File: src/sv/keyed_event_queue_defines.svh
// Assertion macros shared by the keyed event queue.
`ifndef KEYED_EVENT_QUEUE_DEFINES_SVH
`define KEYED_EVENT_QUEUE_DEFINES_SVH

`ifndef SYNTHESIS

// Same-cycle implication, held off during reset.
`define KEQ_ASSERT_IMPLY(label, clk, rst_n, ante, cons) \
    label: assert property (@(posedge clk) disable iff (!rst_n) (ante) |-> (cons)) \
        else $error("keyed_event_queue: check failed");

// Next-cycle implication, held off during reset.
`define KEQ_ASSERT_NEXT(label, clk, rst_n, ante, cons) \
    label: assert property (@(posedge clk) disable iff (!rst_n) (ante) |=> (cons)) \
        else $error("keyed_event_queue: check failed");

`else

`define KEQ_ASSERT_IMPLY(label, clk, rst_n, ante, cons)
`define KEQ_ASSERT_NEXT(label, clk, rst_n, ante, cons)

`endif

`endif

File: src/sv/keq_pkg.sv
package keq_pkg;

    // Port field widths
    localparam int KEQ_CMD_W         = 2;
    localparam int KEQ_EVENT_KEY_W   = 16;
    localparam int KEQ_EVENT_PAY_W   = 32;
    localparam int KEQ_OCC_W         = 5;

    // Default sizing
    localparam int KEQ_DEPTH         = 16;
    localparam int KEQ_KEY_WIDTH     = 16;
    localparam int KEQ_PAYLOAD_WIDTH = 32;

    // Request commands
    typedef enum logic [KEQ_CMD_W-1:0] {
        CMD_PUSH   = 2'd0,
        CMD_REMOVE = 2'd1,
        CMD_POP    = 2'd2
    } keq_op_t;

    // Controller to datapath commands
    typedef struct packed {
        logic load_req;   // latch request, clear result
        logic clr_idx;
        logic inc_idx;
        logic rd_en;      // read memory
        logic rd_next;    // read at idx+1 instead of idx
        logic capture;    // take read entry as the result
        logic push_wr;    // append request at tail
        logic shift_wr;   // move read entry down to idx
        logic set_ovf;
        logic dec_count;
        logic emit;       // present result beat
    } keq_ctl_t;

    // Datapath to controller status
    typedef struct packed {
        logic is_push;
        logic is_remove;
        logic is_pop;
        logic full;
        logic empty;
        logic hit;        // read entry is the one to take
        logic last;       // idx+1 >= count
        logic next_last;  // idx+2 >= count
    } keq_stat_t;

endpackage

File: src/sv/keq_datapath.sv
module keq_datapath
    import keq_pkg::*;
#(
    parameter int DEPTH         = KEQ_DEPTH,
    parameter int KEY_WIDTH     = KEQ_KEY_WIDTH,
    parameter int PAYLOAD_WIDTH = KEQ_PAYLOAD_WIDTH
)
(
    input  logic                       clk,
    input  logic                       rst_n,
    input  keq_ctl_t                   ctl,
    output keq_stat_t                  stat,
    input  logic [KEQ_CMD_W-1:0]       command,
    input  logic [KEQ_EVENT_KEY_W-1:0] event_key,
    input  logic [KEQ_EVENT_PAY_W-1:0] event_payload,
    output logic                       done,
    output logic                       found,
    output logic [KEQ_EVENT_KEY_W-1:0] out_key,
    output logic [KEQ_EVENT_PAY_W-1:0] out_payload,
    output logic                       overflow,
    output logic [KEQ_OCC_W-1:0]       occupancy
);

    localparam int IW  = (DEPTH > 1) ? $clog2(DEPTH) : 1;
    localparam int CW  = $clog2(DEPTH + 1);
    localparam int CW1 = CW + 1;

    // Entry storage
    logic [KEY_WIDTH-1:0]     key_mem [DEPTH];
    logic [PAYLOAD_WIDTH-1:0] pay_mem [DEPTH];

    logic [KEQ_CMD_W-1:0]     req_cmd_reg;
    logic [KEY_WIDTH-1:0]     req_key_reg;
    logic [PAYLOAD_WIDTH-1:0] req_pay_reg;

    logic [CW-1:0]            count_reg, count_next;
    logic [IW-1:0]            idx_reg, idx_next;

    logic [KEY_WIDTH-1:0]     rd_key_reg;
    logic [PAYLOAD_WIDTH-1:0] rd_pay_reg;

    logic                     res_found_reg, res_ovf_reg;
    logic [KEY_WIDTH-1:0]     res_key_reg;
    logic [PAYLOAD_WIDTH-1:0] res_pay_reg;

    logic                       done_reg, found_reg, overflow_reg;
    logic [KEQ_EVENT_KEY_W-1:0] out_key_reg;
    logic [KEQ_EVENT_PAY_W-1:0] out_pay_reg;
    logic [KEQ_OCC_W-1:0]       occ_reg;

    logic                     wr_en;
    logic [IW-1:0]            wr_addr, rd_addr;
    logic [KEY_WIDTH-1:0]     wr_key;
    logic [PAYLOAD_WIDTH-1:0] wr_pay;
    logic [CW1-1:0]           idx_ext;

    // Status decode
    assign idx_ext        = CW1'(idx_reg);
    assign stat.is_push   = (req_cmd_reg == CMD_PUSH);
    assign stat.is_remove = (req_cmd_reg == CMD_REMOVE);
    assign stat.is_pop    = (req_cmd_reg == CMD_POP);
    assign stat.full      = (count_reg == CW'(DEPTH));
    assign stat.empty     = (count_reg == '0);
    assign stat.hit       = (req_cmd_reg == CMD_POP) || (rd_key_reg == req_key_reg);
    assign stat.last      = (idx_ext + CW1'(1)) >= CW1'(count_reg);
    assign stat.next_last = (idx_ext + CW1'(2)) >= CW1'(count_reg);

    // Counter and index next values
    always_comb
    begin
        count_next = count_reg;
        if (ctl.push_wr)
        begin
            count_next = count_reg + CW'(1);
        end
        else if (ctl.dec_count)
        begin
            count_next = count_reg - CW'(1);
        end
    end

    always_comb
    begin
        idx_next = idx_reg;
        if (ctl.clr_idx)
        begin
            idx_next = '0;
        end
        else if (ctl.inc_idx)
        begin
            idx_next = idx_reg + IW'(1);
        end
    end

    // Memory port muxing: push writes at the tail, a shift writes one slot down
    assign wr_en   = ctl.push_wr || ctl.shift_wr;
    assign wr_addr = ctl.push_wr ? count_reg[IW-1:0] : idx_reg;
    assign wr_key  = ctl.push_wr ? req_key_reg : rd_key_reg;
    assign wr_pay  = ctl.push_wr ? req_pay_reg : rd_pay_reg;
    assign rd_addr = ctl.rd_next ? (idx_reg + IW'(1)) : idx_reg;

    // Control registers
    always_ff @(posedge clk or negedge rst_n)
    begin
        if (!rst_n)
        begin
            count_reg <= '0;
            idx_reg   <= '0;
            done_reg  <= 1'b0;
        end
        else
        begin
            count_reg <= count_next;
            idx_reg   <= idx_next;
            done_reg  <= ctl.emit;
        end
    end

    // Memory with registered read
    always_ff @(posedge clk)
    begin
        if (wr_en)
        begin
            key_mem[wr_addr] <= wr_key;
            pay_mem[wr_addr] <= wr_pay;
        end
        if (ctl.rd_en)
        begin
            rd_key_reg <= key_mem[rd_addr];
            rd_pay_reg <= pay_mem[rd_addr];
        end
    end

    // Request, result and output beat registers
    always_ff @(posedge clk)
    begin
        if (ctl.load_req)
        begin
            req_cmd_reg   <= command;
            req_key_reg   <= KEY_WIDTH'(event_key);
            req_pay_reg   <= PAYLOAD_WIDTH'(event_payload);
            res_found_reg <= 1'b0;
            res_ovf_reg   <= 1'b0;
            res_key_reg   <= '0;
            res_pay_reg   <= '0;
        end
        else
        begin
            if (ctl.capture)
            begin
                res_found_reg <= 1'b1;
                res_key_reg   <= rd_key_reg;
                res_pay_reg   <= rd_pay_reg;
            end
            if (ctl.set_ovf)
            begin
                res_ovf_reg <= 1'b1;
            end
        end
        if (ctl.emit)
        begin
            found_reg    <= res_found_reg;
            overflow_reg <= res_ovf_reg;
            out_key_reg  <= KEQ_EVENT_KEY_W'(res_key_reg);
            out_pay_reg  <= KEQ_EVENT_PAY_W'(res_pay_reg);
            occ_reg      <= KEQ_OCC_W'(count_reg);
        end
    end

    assign done        = done_reg;
    assign found       = found_reg;
    assign overflow    = overflow_reg;
    assign out_key     = out_key_reg;
    assign out_payload = out_pay_reg;
    assign occupancy   = occ_reg;

endmodule

File: src/sv/keq_ctrl.sv
module keq_ctrl
    import keq_pkg::*;
(
    input  logic      clk,
    input  logic      rst_n,
    input  logic      start,
    output logic      busy,
    input  keq_stat_t stat,
    output keq_ctl_t  ctl
);

    typedef enum logic [6:0] {
        S_IDLE     = 7'b0000001,
        S_DISPATCH = 7'b0000010,
        S_READ     = 7'b0000100,
        S_CMP      = 7'b0001000,
        S_SH_RD    = 7'b0010000,
        S_SH_WR    = 7'b0100000,
        S_RESULT   = 7'b1000000
    } state_t;

    state_t state_reg, state_next;

    always_ff @(posedge clk or negedge rst_n)
    begin
        if (!rst_n)
        begin
            state_reg <= S_IDLE;
        end
        else
        begin
            state_reg <= state_next;
        end
    end

    assign busy = (state_reg != S_IDLE);

    // Sequencer: scan the entries, reading then comparing each, then compact by reading and writing each later entry
    always_comb
    begin
        state_next = state_reg;
        ctl        = '0;
        case (state_reg)
            S_IDLE:
            begin
                if (start)
                begin
                    ctl.load_req = 1'b1;
                    state_next   = S_DISPATCH;
                end
            end
            S_DISPATCH:
            begin
                ctl.clr_idx = 1'b1;
                if (stat.is_push)
                begin
                    ctl.push_wr = !stat.full;
                    ctl.set_ovf = stat.full;
                    state_next  = S_RESULT;
                end
                else if ((stat.is_remove || stat.is_pop) && !stat.empty)
                begin
                    state_next = S_READ;
                end
                else
                begin
                    state_next = S_RESULT;
                end
            end
            S_READ:
            begin
                ctl.rd_en  = 1'b1;
                state_next = S_CMP;
            end
            S_CMP:
            begin
                if (stat.hit)
                begin
                    ctl.capture = 1'b1;
                    if (stat.last)
                    begin
                        ctl.dec_count = 1'b1;
                        state_next    = S_RESULT;
                    end
                    else
                    begin
                        state_next = S_SH_RD;
                    end
                end
                else if (stat.last)
                begin
                    state_next = S_RESULT;
                end
                else
                begin
                    ctl.inc_idx = 1'b1;
                    state_next  = S_READ;
                end
            end
            S_SH_RD:
            begin
                ctl.rd_en   = 1'b1;
                ctl.rd_next = 1'b1;
                state_next  = S_SH_WR;
            end
            S_SH_WR:
            begin
                ctl.shift_wr = 1'b1;
                ctl.inc_idx  = 1'b1;
                if (stat.next_last)
                begin
                    ctl.dec_count = 1'b1;
                    state_next    = S_RESULT;
                end
                else
                begin
                    state_next = S_SH_RD;
                end
            end
            S_RESULT:
            begin
                ctl.emit   = 1'b1;
                state_next = S_IDLE;
            end
            default:
            begin
                state_next = S_IDLE;
            end
        endcase
    end

endmodule

File: src/sv/keyed_event_queue.sv
// Keyed event queue: an ordered queue of (event id, payload) entries with push,
// remove-oldest-by-id and pop-oldest commands. A request is taken when start is
// high and busy is low; exactly one result beat follows, shown for one cycle
// with done high, and the receiver must take it then since it cannot stall.
// A push, or a request that finds nothing to scan, goes straight to its result;
// a remove reads and compares entries from the head up to the hit (or all on a
// miss), then moves each entry after the hit down one slot; a pop is a remove
// that hits at the head. The entry memory has a registered read port, used for
// every entry visited in both scan and compaction.
module keyed_event_queue
    import keq_pkg::*;
#(
    parameter int DEPTH         = KEQ_DEPTH,
    parameter int KEY_WIDTH     = KEQ_KEY_WIDTH,
    parameter int PAYLOAD_WIDTH = KEQ_PAYLOAD_WIDTH
)
(
    input  logic                       clk,
    input  logic                       rst_n,
    input  logic                       start,
    output logic                       busy,
    input  logic [KEQ_CMD_W-1:0]       command,
    input  logic [KEQ_EVENT_KEY_W-1:0] event_key,
    input  logic [KEQ_EVENT_PAY_W-1:0] event_payload,
    output logic                       done,
    output logic                       found,
    output logic [KEQ_EVENT_KEY_W-1:0] out_key,
    output logic [KEQ_EVENT_PAY_W-1:0] out_payload,
    output logic                       overflow,
    output logic [KEQ_OCC_W-1:0]       occupancy
);

`include "keyed_event_queue_defines.svh"

    keq_ctl_t  ctl;
    keq_stat_t stat;

    keq_ctrl u_ctrl (
        .clk   (clk),
        .rst_n (rst_n),
        .start (start),
        .busy  (busy),
        .stat  (stat),
        .ctl   (ctl)
    );

    keq_datapath #(
        .DEPTH         (DEPTH),
        .KEY_WIDTH     (KEY_WIDTH),
        .PAYLOAD_WIDTH (PAYLOAD_WIDTH)
    ) u_datapath (
        .clk           (clk),
        .rst_n         (rst_n),
        .ctl           (ctl),
        .stat          (stat),
        .command       (command),
        .event_key     (event_key),
        .event_payload (event_payload),
        .done          (done),
        .found         (found),
        .out_key       (out_key),
        .out_payload   (out_payload),
        .overflow      (overflow),
        .occupancy     (occupancy)
    );

    // A result beat closes the request, so the block is free again
    `KEQ_ASSERT_IMPLY(a_done_frees, clk, rst_n, done, !busy)
    // An accepted request always holds the block busy on the next cycle
    `KEQ_ASSERT_NEXT(a_accept_busy, clk, rst_n, start && !busy, busy && !done)
    // A dropped push only happens on a full queue
    `KEQ_ASSERT_IMPLY(a_ovf_full, clk, rst_n, done && overflow, occupancy == KEQ_OCC_W'(DEPTH))
    // A returned entry and a dropped push never share a beat
    `KEQ_ASSERT_IMPLY(a_found_xor_ovf, clk, rst_n, done && found, !overflow)

endmodule

File: config.mk
export PLATFORM = sky130hd
export DESIGN_NAME = keyed_event_queue
export DESIGN_NICKNAME = d
export VERILOG_FILES = /design/src/sv/keq_pkg.sv /design/src/sv/keq_datapath.sv /design/src/sv/keq_ctrl.sv /design/src/sv/keyed_event_queue.sv
export VERILOG_INCLUDE_DIRS = /design/src /design/src/sv
export SDC_FILE = /design/constraint.sdc
export NUM_CORES = 1
export LEC_CHECK = 0
export ABC_AREA = 0
export BUFFER_PORTS_ARGS = -buffer_cell sky130_fd_sc_hd__buf_2
export CORE_UTILIZATION = 42
export CTS_BUF_LIST = sky130_fd_sc_hd__clkbuf_4 sky130_fd_sc_hd__clkbuf_8
export CTS_CLUSTER_SIZE = 20
export DETAILED_ROUTE_END_ITERATION = 7
export GPL_TIMING_DRIVEN = 0
export PLACE_DENSITY_LB_ADDON = 0.3
export RECOVER_POWER = 25
export SETUP_SLACK_MARGIN = 0.5
export SYNTH_ARGS = -nofsm -noshare
export SYNTH_HDL_FRONTEND = slang
export SYNTH_HIERARCHICAL = 1
export SYNTH_SLANG_ARGS = --single-unit
File: constraint.sdc
create_clock -name clk -period 5.9 [get_ports clk]
set_input_delay 0.59 -clock clk [delete_from_list [all_inputs] [get_ports clk]]
set_output_delay 0.59 -clock clk [all_outputs]
set_load 0.01 [all_outputs]
==> metrics <==
outcome=complete, but fails checks; failing checks=max-capacitance violations, max-slew violations; crit start category=flop; GRT Total Usage=20.7%; Max VDD drop=0.170 mV; Slowest Stage Delay on Critical Path=1590 ps; Crit. End Element=flop; Tcrit/Tclk final=85.5%; clk_lat worst skew=820 ps; share of Yosys cell area claimed by the top area cell type=66.0%; Area growth, synth to finish=16.1%; crit path time final=5050 ps; CTS Root Cell=clkbuf_8; ys async rst share=1.72%; multi-input logic area=12,000 um2; TritonCTS Sinks=988; DIE WIDTH=318 um; register area share after synthesis=69.4%; warnings from Yosys=6; commonest cells in the netlist=921 x edfxtp_1, 439 x mux2i_1, 183 x mux4_2, 88 x nor2_1, 57 x buf_2; ys flop type=edfxtp_1; wire per inst=26.0 um; CTS H-Tree Depth=4; cts bufs inserted=162; Largest register FFs=512; Post-Route Skew=31.2 ps; max cap viols=3; largest reg by FF count=u_datapath/pay_mem; drt first pass iters=7; Remaining Overflow, GRT=0; biggest regs=u_datapath/pay_mem x512, u_datapath/key_mem x256; Static Leakage=15.5 nW; CTS tree=yes; largest net degree at the start of global routing=26; PwrDens=311 nW/um2; vias=22.9k; drt drc=0; critical path fanouts, max=14; min-delay worst type=primary input to flop; Post-Syn Area=41,900 um2; syn_area_per_cell=18.6 um2; post-DP HPWL=70,500 um; # rows=115; Synth area leaders=edfxtp_1 66%, mux2i_1 10%, mux4_2 9.8%, dfxtp_1 2.4%, mux2_2 1.3%; fin. max-slew vios=42; Net Count, Synth=2,328; initial DRC count=1,900; Crit path arrival time=5710 ps; Seq cells post-synth=988; fill count=8,038; Synth area leader=edfxtp_1; vias in the first global route=24.5k; fmax=198 MHz; Least-Margin Pin Slew=2560 ps; slowest CP cell=nor3b_1; post-route ant nets=0; Crit path top cell by count=clkbuf_1; final WL=105,000 um; Storage cell area=29,100 um2; die height=318 um; clk buf depth=3; fin nets=2,695; Hold Path Depth=3; crit path kind=flop to flop; Layout Utilization=49.4%; cells on worst reg2reg path=6; layout cell share with drive strength beyond 1=25.5%; Worst-path clk slew=60 ps; Slew HR=-71.0%; unrepaired setup endpoints after global routing=false; first-pass GRT wire length=155,000 um; worst hold margin=54.0 ps; Die Area=101,000 um2; DR vias/cell=5.67; I/O pin total=110; Critical Path, Cell by Cell=nor4_4 > nor3b_1 > clkbuf_1 > clkbuf_1 > clkbuf_1 > nor2_1; initial core utilization=42.5%; Critical Path RT=6560 ps; Finish-stage setup viols=0; setup bufs post-CTS=0; synth unique cells=66; count of final hold-check violations=0; core area=98,600 um2; PortBufs=109; GP Congestion=0.805; initial antenna violation count=3; Gate Count Post-Synth=2,259; most used standard cell by instance count after synthesis=edfxtp_1; EDFF count, synth=921
==> what timing repair did <==
action	4_1_cts	5_1_grt
endpoints found under the hold margin	67	0
resized for setup	0	3
endpoints found under the setup margin	0	24
hold buffers	51	0
==> through the flow <==
stage / TNS (ps) / cell area [um2] / instances / power, mW / setup WS (ps)
after detailed placement: 0 / 45100 / 3697 / 9.25 / 645
after CTS: 0 / 48900 / 4045 / 15.3 / 619
final: 0 / 48700 / 4049 / 15.1 / 854
after global placement: -1398600 / 44100 / 3655 / 9.16 / -2380
after floorplan: 0 / 41900 / 2259 / 8.77 / 1160
after global routing: 0 / 48700 / 4048 / 15.7 / 607
==> layout make-up <==
class | instances | area share [%]
Antenna cell | 3 | 0.0154
Clock inverter | 67 | 0.987
Timing Repair Buffer | 202 | 3.43
Inverter | 58 | 0.447
Multi-Input combinational cell | 1074 | 24.6
Sequential cell | 988 | 59.8
Tap cell | 1287 | 3.31
Buffer | 140 | 1.56
Clock buffer | 230 | 5.85
==> per-layer routing <==
metal / routed length [um] / GRT usage [%] / share of wire (%)
met1: 43800 / 27.2 / 42
met2: 51500 / 33.8 / 49
met3: 6810 / 4.15 / 6.5
met4: 2880 / 7.94 / 2.7
met5: 33 / 0 / 0.031
==> layout by cell type, fill, tap and decap left out, drive strengths merged, types with 50 or more instances in the layout <==
| cell type | n |
|---|---|
| mux2 | 50 |
| dlygate4sd3 | 51 |
| mux4 | 183 |
| clkbuf | 344 |
| dfxtp | 50 |
| nor2 | 89 |
| edfxtp | 921 |
| buf | 177 |
| mux2i | 439 |
| inv | 67 |
==> worst paths after layout <==
kind | from | endpoint | slack [ps]
max | u_ctrl/state_reg[5] | u_datapath/res_pay_reg[29] | 850
min | start | u_ctrl/state_reg[1] | 50
min in group asynchronous | rst_n | u_ctrl/state_reg[1] | 450
min reg2reg | u_datapath/res_pay_reg[6] | u_datapath/out_payload[6] | 430
max reg2reg | u_ctrl/state_reg[5] | u_datapath/res_pay_reg[29] | 850
max in group asynchronous | rst_n | u_datapath/done | 4840
==> cell families after synthesis <==
logic type               synth area share [%]
flip-flops                               69.4
multiplexers                             21.7
AO/OA/AOI/OAI                            3.50
XOR/XNOR                                0.710
buffers and inverters                    2.35
adder cells (fa/ha/maj)                 0.496
AND/OR/NAND/NOR                          1.91
==> report_power, final <==
part           switching, mW  internal (mW)  total [mW]
logic                  0.690          0.416        1.11
clock network           2.75           3.31        6.06
registers              0.117           7.85        7.97
total                   3.55           11.6        15.1
==> worst max-delay path: cells and delay by family (launching register included) <==
kind                   cells  cell delay, ps
DFF                        1             470
buffers and inverters      3            2200
and+or+nand+nor            3            2210
(Power assumes the default switching activity.)
